**src/sv/usd_pkg.sv**
```systemverilog
// Shared types and constants of the UTF-8 stream decoder.
package usd_pkg;

	localparam int unsigned CP_W = 21;

	localparam logic [CP_W-1:0] CP_MAX      = 21'h10FFFF;
	localparam logic [CP_W-1:0] SURR_LO     = 21'h00D800;
	localparam logic [CP_W-1:0] SURR_HI     = 21'h00DFFF;
	localparam logic [CP_W-1:0] MIN_LEN2    = 21'h000080;
	localparam logic [CP_W-1:0] MIN_LEN3    = 21'h000800;
	localparam logic [CP_W-1:0] MIN_LEN4    = 21'h010000;
	localparam logic [CP_W-1:0] REPL_RESET  = 21'h00FFFD;

	// Input word: one raw byte and the end-of-text flag.
	typedef struct packed {
		logic [7:0] in_byte;
		logic       in_last;
	} usd_in_t;

	// Output word: one code point and its flags.
	typedef struct packed {
		logic [CP_W-1:0] code_point;
		logic            is_replacement;
		logic            run_last;
		logic            text_end;
	} usd_out_t;

	// Command from front to back: replacements first, then an optional code point.
	typedef struct packed {
		logic [2:0]      rep_count;
		logic            has_cp;
		logic [CP_W-1:0] cp;
		logic            last;
	} usd_cmd_t;

endpackage

```
**src/sv/usd_front.sv**
```systemverilog
// Front end: accepts bytes, tracks the open sequence and issues output commands.
module usd_front
	import usd_pkg::*;
(
	input  logic     clk,
	input  logic     arst_n,
	input  logic     byte_valid,
	output logic     byte_ready,
	input  usd_in_t  byte_data,
	input  logic     q_full,
	output logic     push,
	output usd_cmd_t push_cmd,
	output logic     pending
);

	logic [2:0]      seq_len_q;
	logic [1:0]      cont_q;
	logic [CP_W-1:0] acc_q;

	logic [2:0]      seq_len_d;
	logic [1:0]      cont_d;
	logic [CP_W-1:0] acc_d;

	logic [7:0]      b;
	logic            is_cont;
	logic [1:0]      cont_new;
	logic [CP_W-1:0] acc_new;
	logic            complete;
	logic [CP_W-1:0] lowest;
	logic            scalar_ok;
	logic            opened;
	logic            accept;

	assign b          = byte_data.in_byte;
	assign is_cont    = (b[7:6] == 2'b10);
	assign cont_new   = cont_q + 2'd1;
	assign acc_new    = {acc_q[CP_W-7:0], b[5:0]};
	assign complete   = (({1'b0, cont_new} + 3'd1) >= seq_len_q);
	assign pending    = (seq_len_q != 3'd0);
	assign byte_ready = !q_full;
	assign accept     = byte_valid && byte_ready;

	// Minimum value per sequence length rejects overlong forms.
	always_comb begin
		unique case (seq_len_q)
			3'd2:    lowest = MIN_LEN2;
			3'd3:    lowest = MIN_LEN3;
			default: lowest = MIN_LEN4;
		endcase
	end

	assign scalar_ok = (acc_new >= lowest) && (acc_new <= CP_MAX) &&
		!((acc_new >= SURR_LO) && (acc_new <= SURR_HI));

	// Classify the byte and build the command and next state.
	always_comb begin
		seq_len_d          = seq_len_q;
		cont_d             = cont_q;
		acc_d              = acc_q;
		opened             = 1'b0;
		push_cmd.rep_count = 3'd0;
		push_cmd.has_cp    = 1'b0;
		push_cmd.cp        = acc_new;
		push_cmd.last      = byte_data.in_last;
		if (pending && is_cont) begin
			if (complete) begin
				if (scalar_ok) begin
					push_cmd.has_cp = 1'b1;
				end else begin
					push_cmd.rep_count = seq_len_q;
				end
				seq_len_d = 3'd0;
				cont_d    = 2'd0;
				acc_d     = '0;
			end else if (byte_data.in_last) begin
				push_cmd.rep_count = {1'b0, cont_new} + 3'd1;
				seq_len_d          = 3'd0;
				cont_d             = 2'd0;
				acc_d              = '0;
			end else begin
				cont_d = cont_new;
				acc_d  = acc_new;
			end
		end else begin
			// Flush an interrupted sequence, then treat the byte as a lead.
			if (pending) begin
				push_cmd.rep_count = {1'b0, cont_q} + 3'd1;
			end
			seq_len_d = 3'd0;
			cont_d    = 2'd0;
			acc_d     = '0;
			priority if (b[7] == 1'b0) begin
				push_cmd.has_cp = 1'b1;
				push_cmd.cp     = {{(CP_W-8){1'b0}}, b};
			end else if (b[7:5] == 3'b110) begin
				opened    = 1'b1;
				seq_len_d = 3'd2;
				acc_d     = {{(CP_W-5){1'b0}}, b[4:0]};
			end else if (b[7:4] == 4'b1110) begin
				opened    = 1'b1;
				seq_len_d = 3'd3;
				acc_d     = {{(CP_W-4){1'b0}}, b[3:0]};
			end else if (b[7:3] == 5'b11110) begin
				opened    = 1'b1;
				seq_len_d = 3'd4;
				acc_d     = {{(CP_W-3){1'b0}}, b[2:0]};
			end else begin
				push_cmd.rep_count = push_cmd.rep_count + 3'd1;
			end
			// Truncated text: drop the lead just opened as one replacement.
			if (opened && byte_data.in_last) begin
				push_cmd.rep_count = push_cmd.rep_count + 3'd1;
				seq_len_d          = 3'd0;
				acc_d              = '0;
			end
		end
	end

	assign push = accept && ((push_cmd.rep_count != 3'd0) || push_cmd.has_cp);

	// Advance the sequence state on each accepted word.
	always_ff @(posedge clk or negedge arst_n) begin
		if (!arst_n) begin
			seq_len_q <= 3'd0;
			cont_q    <= 2'd0;
			acc_q     <= '0;
		end else if (accept) begin
			seq_len_q <= seq_len_d;
			cont_q    <= cont_d;
			acc_q     <= acc_d;
		end
	end

endmodule

```
**src/sv/usd_queue.sv**
```systemverilog
// Short command queue between the front and back ends.
module usd_queue
	import usd_pkg::*;
#(
	parameter int unsigned DEPTH = 2
) (
	input  logic     clk,
	input  logic     arst_n,
	input  logic     push,
	input  usd_cmd_t push_cmd,
	input  logic     pop,
	output logic     head_valid,
	output usd_cmd_t head_cmd,
	output logic     full
);

	localparam int unsigned PTR_W = (DEPTH > 1) ? $clog2(DEPTH) : 1;
	localparam int unsigned CNT_W = $clog2(DEPTH + 1);
	localparam logic [PTR_W-1:0] LAST_PTR = PTR_W'(DEPTH - 1);
	localparam logic [CNT_W-1:0] FULL_CNT = CNT_W'(DEPTH);

	usd_cmd_t         entry_q [DEPTH];
	logic [PTR_W-1:0] wr_ptr_q;
	logic [PTR_W-1:0] rd_ptr_q;
	logic [CNT_W-1:0] count_q;
	logic             do_pop;

	assign head_valid = (count_q != '0);
	assign full       = (count_q == FULL_CNT);
	assign head_cmd   = entry_q[rd_ptr_q];
	assign do_pop     = pop && head_valid;

	// Store the pushed command.
	always_ff @(posedge clk) begin
		if (push) begin
			entry_q[wr_ptr_q] <= push_cmd;
		end
	end

	// Advance pointers and count.
	always_ff @(posedge clk or negedge arst_n) begin
		if (!arst_n) begin
			wr_ptr_q <= '0;
			rd_ptr_q <= '0;
			count_q  <= '0;
		end else begin
			if (push) begin
				wr_ptr_q <= (wr_ptr_q == LAST_PTR) ? '0 : wr_ptr_q + PTR_W'(1);
			end
			if (do_pop) begin
				rd_ptr_q <= (rd_ptr_q == LAST_PTR) ? '0 : rd_ptr_q + PTR_W'(1);
			end
			if (push && !do_pop) begin
				count_q <= count_q + CNT_W'(1);
			end else if (do_pop && !push) begin
				count_q <= count_q - CNT_W'(1);
			end
		end
	end

endmodule

```
**src/sv/usd_back.sv**
```systemverilog
// Back end: expands each command into code points through an output register.
module usd_back
	import usd_pkg::*;
(
	input  logic            clk,
	input  logic            arst_n,
	input  logic            head_valid,
	input  usd_cmd_t        head_cmd,
	output logic            pop,
	input  logic [CP_W-1:0] repl_code,
	output logic            cp_valid,
	input  logic            cp_ready,
	output usd_out_t        cp_data
);

	logic [1:0]      idx_q;
	logic            out_valid_q;
	usd_out_t        out_q;
	logic [2:0]      total;
	logic            last_item;
	logic            is_rep;
	logic            load;

	assign total     = head_cmd.rep_count + {2'b00, head_cmd.has_cp};
	assign last_item = (({1'b0, idx_q} + 3'd1) == total);
	assign is_rep    = ({1'b0, idx_q} < head_cmd.rep_count);
	assign load      = head_valid && (!out_valid_q || cp_ready);
	assign pop       = load && last_item;

	// Step through the items of the head command.
	always_ff @(posedge clk or negedge arst_n) begin
		if (!arst_n) begin
			idx_q       <= 2'd0;
			out_valid_q <= 1'b0;
		end else begin
			if (load) begin
				idx_q <= last_item ? 2'd0 : idx_q + 2'd1;
			end
			if (load) begin
				out_valid_q <= 1'b1;
			end else if (cp_ready) begin
				out_valid_q <= 1'b0;
			end
		end
	end

	// Load the output word.
	always_ff @(posedge clk) begin
		if (load) begin
			out_q.code_point     <= is_rep ? repl_code : head_cmd.cp;
			out_q.is_replacement <= is_rep;
			out_q.run_last       <= last_item;
			out_q.text_end       <= last_item && head_cmd.last;
		end
	end

	assign cp_valid = out_valid_q;
	assign cp_data  = out_q;

endmodule

```
**src/sv/utf8_stream_decoder.sv**
```systemverilog
// Top level of the UTF-8 stream decoder: front end, command queue, back end.
//
//   channel  | direction | handshake            | word
//   ---------+-----------+----------------------+----------------------------
//   byte     | in        | byte_valid/ready     | usd_in_t  (in_byte, in_last)
//   cp       | out       | cp_valid/ready       | usd_out_t (code point, flags)
//   cfg      | in        | cfg_we               | cfg_wdata, replacement code
//
// A byte is accepted each cycle while the queue has room; the front end
// decides in that cycle how many code points the byte causes (zero to four).
// The back end emits one code point per cycle while cp_ready is high, so a
// byte causing n code points occupies it until all n are sent; QUEUE_DEPTH
// commands buffer bursts between the two. Each command is registered in the
// queue and then in the output register. Reset clears sequence state, the
// queue and the output valid flag, and sets the replacement code to U+FFFD.
module utf8_stream_decoder
	import usd_pkg::*;
#(
	parameter int unsigned QUEUE_DEPTH = 2
) (
	input  logic            clk,
	input  logic            arst_n,
	input  logic            byte_valid,
	output logic            byte_ready,
	input  usd_in_t         byte_data,
	output logic            cp_valid,
	input  logic            cp_ready,
	output usd_out_t        cp_data,
	input  logic            cfg_we,
	input  logic [CP_W-1:0] cfg_wdata
);

	logic [CP_W-1:0] repl_q;
	logic            q_full;
	logic            push;
	usd_cmd_t        push_cmd;
	logic            pending;
	logic            pop;
	logic            head_valid;
	usd_cmd_t        head_cmd;

	// Hold the replacement code register.
	always_ff @(posedge clk or negedge arst_n) begin
		if (!arst_n) begin
			repl_q <= REPL_RESET;
		end else if (cfg_we) begin
			repl_q <= cfg_wdata;
		end
	end

	usd_front u_front (
		.clk       (clk),
		.arst_n    (arst_n),
		.byte_valid(byte_valid),
		.byte_ready(byte_ready),
		.byte_data (byte_data),
		.q_full    (q_full),
		.push      (push),
		.push_cmd  (push_cmd),
		.pending   (pending)
	);

	usd_queue #(
		.DEPTH(QUEUE_DEPTH)
	) u_queue (
		.clk       (clk),
		.arst_n    (arst_n),
		.push      (push),
		.push_cmd  (push_cmd),
		.pop       (pop),
		.head_valid(head_valid),
		.head_cmd  (head_cmd),
		.full      (q_full)
	);

	usd_back u_back (
		.clk       (clk),
		.arst_n    (arst_n),
		.head_valid(head_valid),
		.head_cmd  (head_cmd),
		.pop       (pop),
		.repl_code (repl_q),
		.cp_valid  (cp_valid),
		.cp_ready  (cp_ready),
		.cp_data   (cp_data)
	);

`ifndef NO_ASSERTIONS
	// A decoded code point is always a Unicode scalar value.
	a_scalar_valid: assert property (@(posedge clk) disable iff (!arst_n)
		(cp_valid && !cp_data.is_replacement) |->
		((cp_data.code_point <= CP_MAX) &&
		 !((cp_data.code_point >= SURR_LO) && (cp_data.code_point <= SURR_HI))))
		else $error("decoded code point is not a scalar value");

	// End of text is always the last word of its byte.
	a_end_is_run_last: assert property (@(posedge clk) disable iff (!arst_n)
		(cp_valid && cp_data.text_end) |-> cp_data.run_last)
		else $error("text_end without run_last");

	// After the final byte of a text no sequence stays open.
	a_last_clears: assert property (@(posedge clk) disable iff (!arst_n)
		(byte_valid && byte_ready && byte_data.in_last) |=> !pending)
		else $error("sequence still open after final byte");
`endif

endmodule
```
**config.mk**
```make
export PLATFORM = sky130hd
export DESIGN_NAME = utf8_stream_decoder
export DESIGN_NICKNAME = d
export VERILOG_FILES = /design/src/sv/usd_pkg.sv /design/src/sv/usd_front.sv /design/src/sv/usd_queue.sv /design/src/sv/usd_back.sv /design/src/sv/utf8_stream_decoder.sv
export SDC_FILE = /design/constraint.sdc
export NUM_CORES = 1
export LEC_CHECK = 0
export BUFFER_PORTS_ARGS = -buffer_cell sky130_fd_sc_hd__clkbuf_2
export CORE_ASPECT_RATIO = 1.5
export CORE_MARGIN = 2
export CORE_UTILIZATION = 58
export CTS_CLUSTER_DIAMETER = 30
export CTS_CLUSTER_SIZE = 25
export DETAILED_ROUTE_END_ITERATION = 12
export PLACE_DENSITY_LB_ADDON = 0.08
export SYNTH_ARGS = -nofsm -noshare
export SYNTH_HDL_FRONTEND = slang
export SYNTH_SLANG_ARGS = --single-unit
```
**constraint.sdc**
```tcl
create_clock -name clk -period 5.7 [get_ports clk]
set_clock_uncertainty 0.05 [all_clocks]
set_input_delay 1.71 -clock clk [delete_from_list [all_inputs] [get_ports clk]]
set_output_delay 1.71 -clock clk [all_outputs]
set_load 0.005 [all_outputs]
```
### Word-level counts from Yosys, hierarchy flattened

Memory sizes are Yosys's and may differ from the RTL's.
Index checks and enable logic that the tools add are counted.

* word-level logic and storage cells: 118
* output and inout bits: 26
* register bits after elaboration: 72
* memories: 1
* memory bits (writable): 52
* bits of input ports: 35

* mux-type cells: 51
* $lt $le $gt $ge: 6
* $add $sub $neg: 12
* equality and inequality tests: 9
* reductions and logical operators: 26

Memories
* u_queue.entry_q: words 2, bits a word 26, read ports 1, clocked after Yosys merged registers in 0, wr ports 1, line usd_queue.sv:22 `usd_cmd_t entry_q [DEPTH];`

Operators with widths (number)
* $mux 15: 6
* $mux 3: 20
* $mux 21: 2
* $pmux 17 s2: 1
* $mux 22: 1
* $ge 21x16->1 const B: 1
* $ge 21x17->1: 1
* $le 21x16->1 const B: 1
* $le 21x21->1 const B: 1
* $logic_and 1x1->1: 13
* $mux 1: 13
* $mux 2: 6
* $add 2x1->3 const B: 3
* $mux 4: 2
* $add 2x1->2 const B: 3
* $add 3x1->3 const B: 2
* $eq 3x2->1 const B: 2
* $reduce_bool 2->1: 3
* $reduce_bool 3->1: 2
* $eq 5x5->1 const B: 1
* $logic_not 1->1: 5
* $eq 2x2->1 const B: 2
* $eq 4x4->1 const B: 1
* $add 3x1->3: 1
* other kinds (9): 11

### Logic depth before layout (Yosys ltp)

* word-level depth: 19
* depth in mapped cells: 14
* gate-level depth less buffers: 14

### Hierarchy

From an unflattened synthesis, not the netlist that was laid out.

* cells, all modules: 386
* area, all modules: 5952.0 sq um

By module, submodules not included
* usd_queue: cells an instance 97, sequential area each 1661.6 sq um, times used 1, area an instance 2168.3 sq um
* usd_front: cells an instance 171, sequential area each 500.5 sq um, times used 1, area an instance 1575.3 sq um
* usd_back: cells an instance 74, sequential area each 795.8 sq um, times used 1, area an instance 1330.0 sq um
* utf8_stream_decoder: cells an instance 44, sequential area each 544.3 sq um, times used 1, area an instance 878.3 sq um

### Worst setup path before layout

Ideal clock, no wire load.

* path type: input-to-reg
* start point: in byte_data[4] (netlist bit)
* end point: mem u_queue.entry_q[0][0] (netlist bit) (enable)
* stages: 9
* library setup time: 0.412 ns
* data arrival time: 4.464 ns
* slack: 0.774 ns
* path buffers: 0
* data required time: 5.238 ns
* cells stage by stage: and3_4 > o21a_1 > mux2_4 > ha_1 > a22oi_1 > xnor2_1 > o22a_1 > o41a_1 > nor2b_1

RTL lines
* start: declaration: line utf8_stream_decoder.sv:25 `input usd_in_t byte_data,`
* end: declaration: line usd_queue.sv:22

==> results_dict.tcl <==
set metrics [dict create \
    p_int_mw 2.17 \
    groute.usage.overall_pct 21.1 \
    grt_setup_unrepaired "no" \
    numCtsBuffers 17 \
    placeableCoreArea_um2 9200 \
    drtIter0Drc 184 \
    critPathKind "in -> reg" \
    io-pin-count 61 \
    cts_tree "built" \
    slew_headroom_pct 55.4 \
    antenna_cells 0 \
    sw_frac_of_total_pct 28.8 \
    dieWidth_um 83.0 \
    endpoint_kind "flop" \
    post_cts_resized 0 \
    design.die.area_um2 10200 \
    yosysUniqueCellTypes 41 \
    timing.final.crit_period_ps 4050 \
    path_max_fanout 26 \
    grt_use_met3_pct 6.52 \
    via_count 3350 \
    ant_nets 0 \
    cts-hold-fix-buffers 0 \
    wirelength_um 9670 \
    die_height_um 123 \
    max_clock_freq_mhz 247 \
    clk_latency_ps 410 \
    finalHoldViolations 0 \
    worstHoldPathType "reg -> reg" \
    hold_depth 2 \
    finish.cell_count_without_fillers 614 \
    place_area_um2 5870 \
    yosys_warnings 0 \
    placer_congestion 0.887 \
    cp_cell_sequence "clkbuf_2 -> and3_4 -> o21a_1 -> mux2_4 -> ha_1 -> a22oi_1 -> xnor2_1 -> o22a_1 -> o41a_1 -> and2_1 -> buf_4" \
    cts.clk_slew.worst_paths_ps 50 \
    total_switching_power_mw 0.875 \
    power_density_nw_per_um2 475 \
    gr-usage-met2_pct 37.0 \
    setup_violations 0 \
    final.setup.tns_ps 0 \
    globalRouteOverflowTotal 0 \
    cts_post_setup_buffers_inserted 0 \
    mostFrequentLayoutCells "edfxtp_1, clkbuf_2, nand2_1" \
    p_comb_share_pct 25.2 \
    leakage_nw 2.60 \
    synth_nets 469 \
    final_max_slew_viol_count 0 \
    clock_power_share_pct 31.0 \
    reg2reg_depth 11 \
    tritoncts_num_sinks 124 \
    cts-root-buf "clkbuf_16" \
    first_global_vias 3389 \
    layout-drive-gt1-share_pct 27.7 \
    syn_avg_cell_area_um2 13.0 \
    viasPerCell 5.46 \
    yosys_register_bits 124 \
    critPathArrivalTime_ps 4130 \
    wl_per_cell_um 15.7 \
    cell_count_after_synthesis 419 \
    nets 539 \
    dpl.cell_count 582 \
    initial_core_utilization_pct 59.1 \
    seq_power_share_pct 43.8 \
    setup.worst_path.start_class "primary input" \
    grt-busiest-layer "met2" \
    synthToLayoutAreaGrowth_pct 17.8 \
    max_cap_viol_count 0 \
    period_share_pct 71.1 \
    yosysTopAreaCell "edfxtp_1" \
    firstDrtPassIters 4 \
    final_area_um2 6400 \
    ys_top_cells_by_area "edfxtp_1, dfrtp_1, dfstp_2, mux2_2, mux2i_1" \
    status "complete, no violations" \
    slowest_stage "o41a_1" \
    required_ps 5780 \
    synth.cell_area_um2 5440 \
    place.port_buffers 60 \
    row_count 43 \
    grt_use_met1_pct 24.1 \
    timing_worst_slew_pin_value_ps 667 \
    buffers_from_clock_root_to_sink_at_most 2 \
    synth.yosys.seq_area_share_pct 64.4 \
    cts-htree-levels 4 \
    grt_max_degree 49 \
    drc 0 \
    power.ir.vdd_worst_uv 303 \
    synth_top_cell_area_share_pct 42.0 \
    mostFrequentLayoutCell "edfxtp_1" \
    hpwlAfterDp_um 6640 \
    grt_antenna_before_repair 0 \
    slowest_delay_ps 370 \
    first_pass_grt_wire_length_um 16400 \
]
synthesized netlist by cell type:
cell and number:
a22o_1 4, nand4_1 2, o41a_1 1, nor3b_1 5, a31oi_1 1, or3_1 2, mux2i_1 24, o2111ai_1 1
or4_1 2, a22oi_1 1, nor4b_1 3, dfrtp_1 33, o21a_1 2, a211oi_1 1, xnor2_1 5, a21oi_1 27
dfstp_2 15, mux2_2 25, nor4_1 4, o22a_1 1, o221a_2 1, xor2_1 7, mux2_4 1, nand2b_1 3
nor3_2 1, inv_1 11, nand2_1 43, a21boi_0 1, and2_1 16, and3_4 1, nand4b_1 1, o211a_2 1
or4b_1 1, o21ai_0 23, edfxtp_1 76, nor2b_1 3, ha_1 15, nor3_1 6, o21ai_1 1, clkbuf_1 17
nor2_1 31
layout make-up:
| class | instances | area, um^2 |
|---|---|---|
| Inverter | 11 | 41.3 |
| Multi-Input combinational cell | 267 | 1830 |
| Tap cell | 112 | 140 |
| Timing Repair Buffer | 68 | 360 |
| Fill cell | 645 | 2800 |
| Sequential cell | 124 | 3500 |
| Clock buffer | 23 | 458 |
| Clock inverter | 9 | 72.6 |
critical path: cells and delay by family:
kind | cells | cell delay, ps
xor gates and xnor gates | 1 | 110
and+or+nand+nor | 2 | 410
buffers and inverters | 2 | 400
AOI/OAI and AO/OA | 4 | 960
muxes | 1 | 320
adders and majority gates | 1 | 200
power by group through the flow:
stage                     registers (mW)  clock network (mW)  logic [mW]
after floorplan                     1.34                   0       0.522
after global placement              1.34                   0       0.751
after detailed placement            1.35                   0       0.772
after CTS                           1.34               0.959       0.779
after global routing                1.35                1.01       0.869
final                               1.33               0.945       0.766
logic make-up (layout without fill, tap and decap cells):
group | after synthesis | after routing | share of synthesized area (%)
DFF | 124 | 124 | 64.4
and+or+nand+nor | 124 | 124 | 11.3
AOI/OAI and AO/OA | 66 | 66 | 7.07
muxes | 50 | 50 | 9.88
buffers and inverters | 28 | 111 | 1.93
adders and majority gates | 15 | 15 | 3.45
xor gates and xnor gates | 12 | 12 | 1.93
final timing paths:
| kind | start | to | slack (ps) |
|---|---|---|---|
| worst min register to register | u_back.cp_valid$_DFFE_PN0P_ | u_back.cp_valid$_DFFE_PN0P_ | 450 |
| worst max register to register | u_front.cont_q[0]$_DFFE_PN0P_ | u_queue.entry_q[1][10]$_DFFE_PP_ | 2070 |
| worst max-delay path | byte_data[6] | u_queue.entry_q[1][10]$_DFFE_PP_ | 1650 |
| worst min-delay path | u_back.cp_valid$_DFFE_PN0P_ | u_back.cp_valid$_DFFE_PN0P_ | 450 |
| min in group asynchronous | arst_n | u_front.seq_len_q[0]$_DFFE_PN0P_ | 1380 |
| max in group asynchronous | arst_n | u_front.seq_len_q[1]$_DFFE_PN0P_ | 3790 |
flip-flops by register name, indices dropped and copies added, names as in the netlist:
register and flops:
repl_q 21, u_back.cp_data 24, u_back.cp_valid 1, u_back.idx_q 2
u_front.acc_q 15, u_front.cont_q 2, u_front.seq_len_q 3, u_queue.count_q 2
u_queue.entry_q 52, u_queue.rd_ptr_q 1, u_queue.wr_ptr_q 1
per-stage QoR:
| step | hold slack [ps] | util, % | total power [mW] | worst slack, ps |
|---|---|---|---|---|
| final | 452 | 69.6 | 3.04 | 1650 |
| after global placement | 434 | 63.9 | 2.09 | 1290 |
| after CTS | 454 | 69.6 | 3.07 | 1650 |
| after global routing | 463 | 69.6 | 3.24 | 1410 |
| after floorplan | 405 | - | 1.86 | 774 |
| after detailed placement | 441 | 63.9 | 2.12 | 1250 |
per-layer routing:
metal | vias up | routed length, um
met1 | 1594 | 3980
met3 | 15 | 408
met4 | 0 | 183
met5 | - | 0
li1 | 1665 | -
met2 | 76 | 5090
No activity file was read; power rests on OpenSTA's default activity.
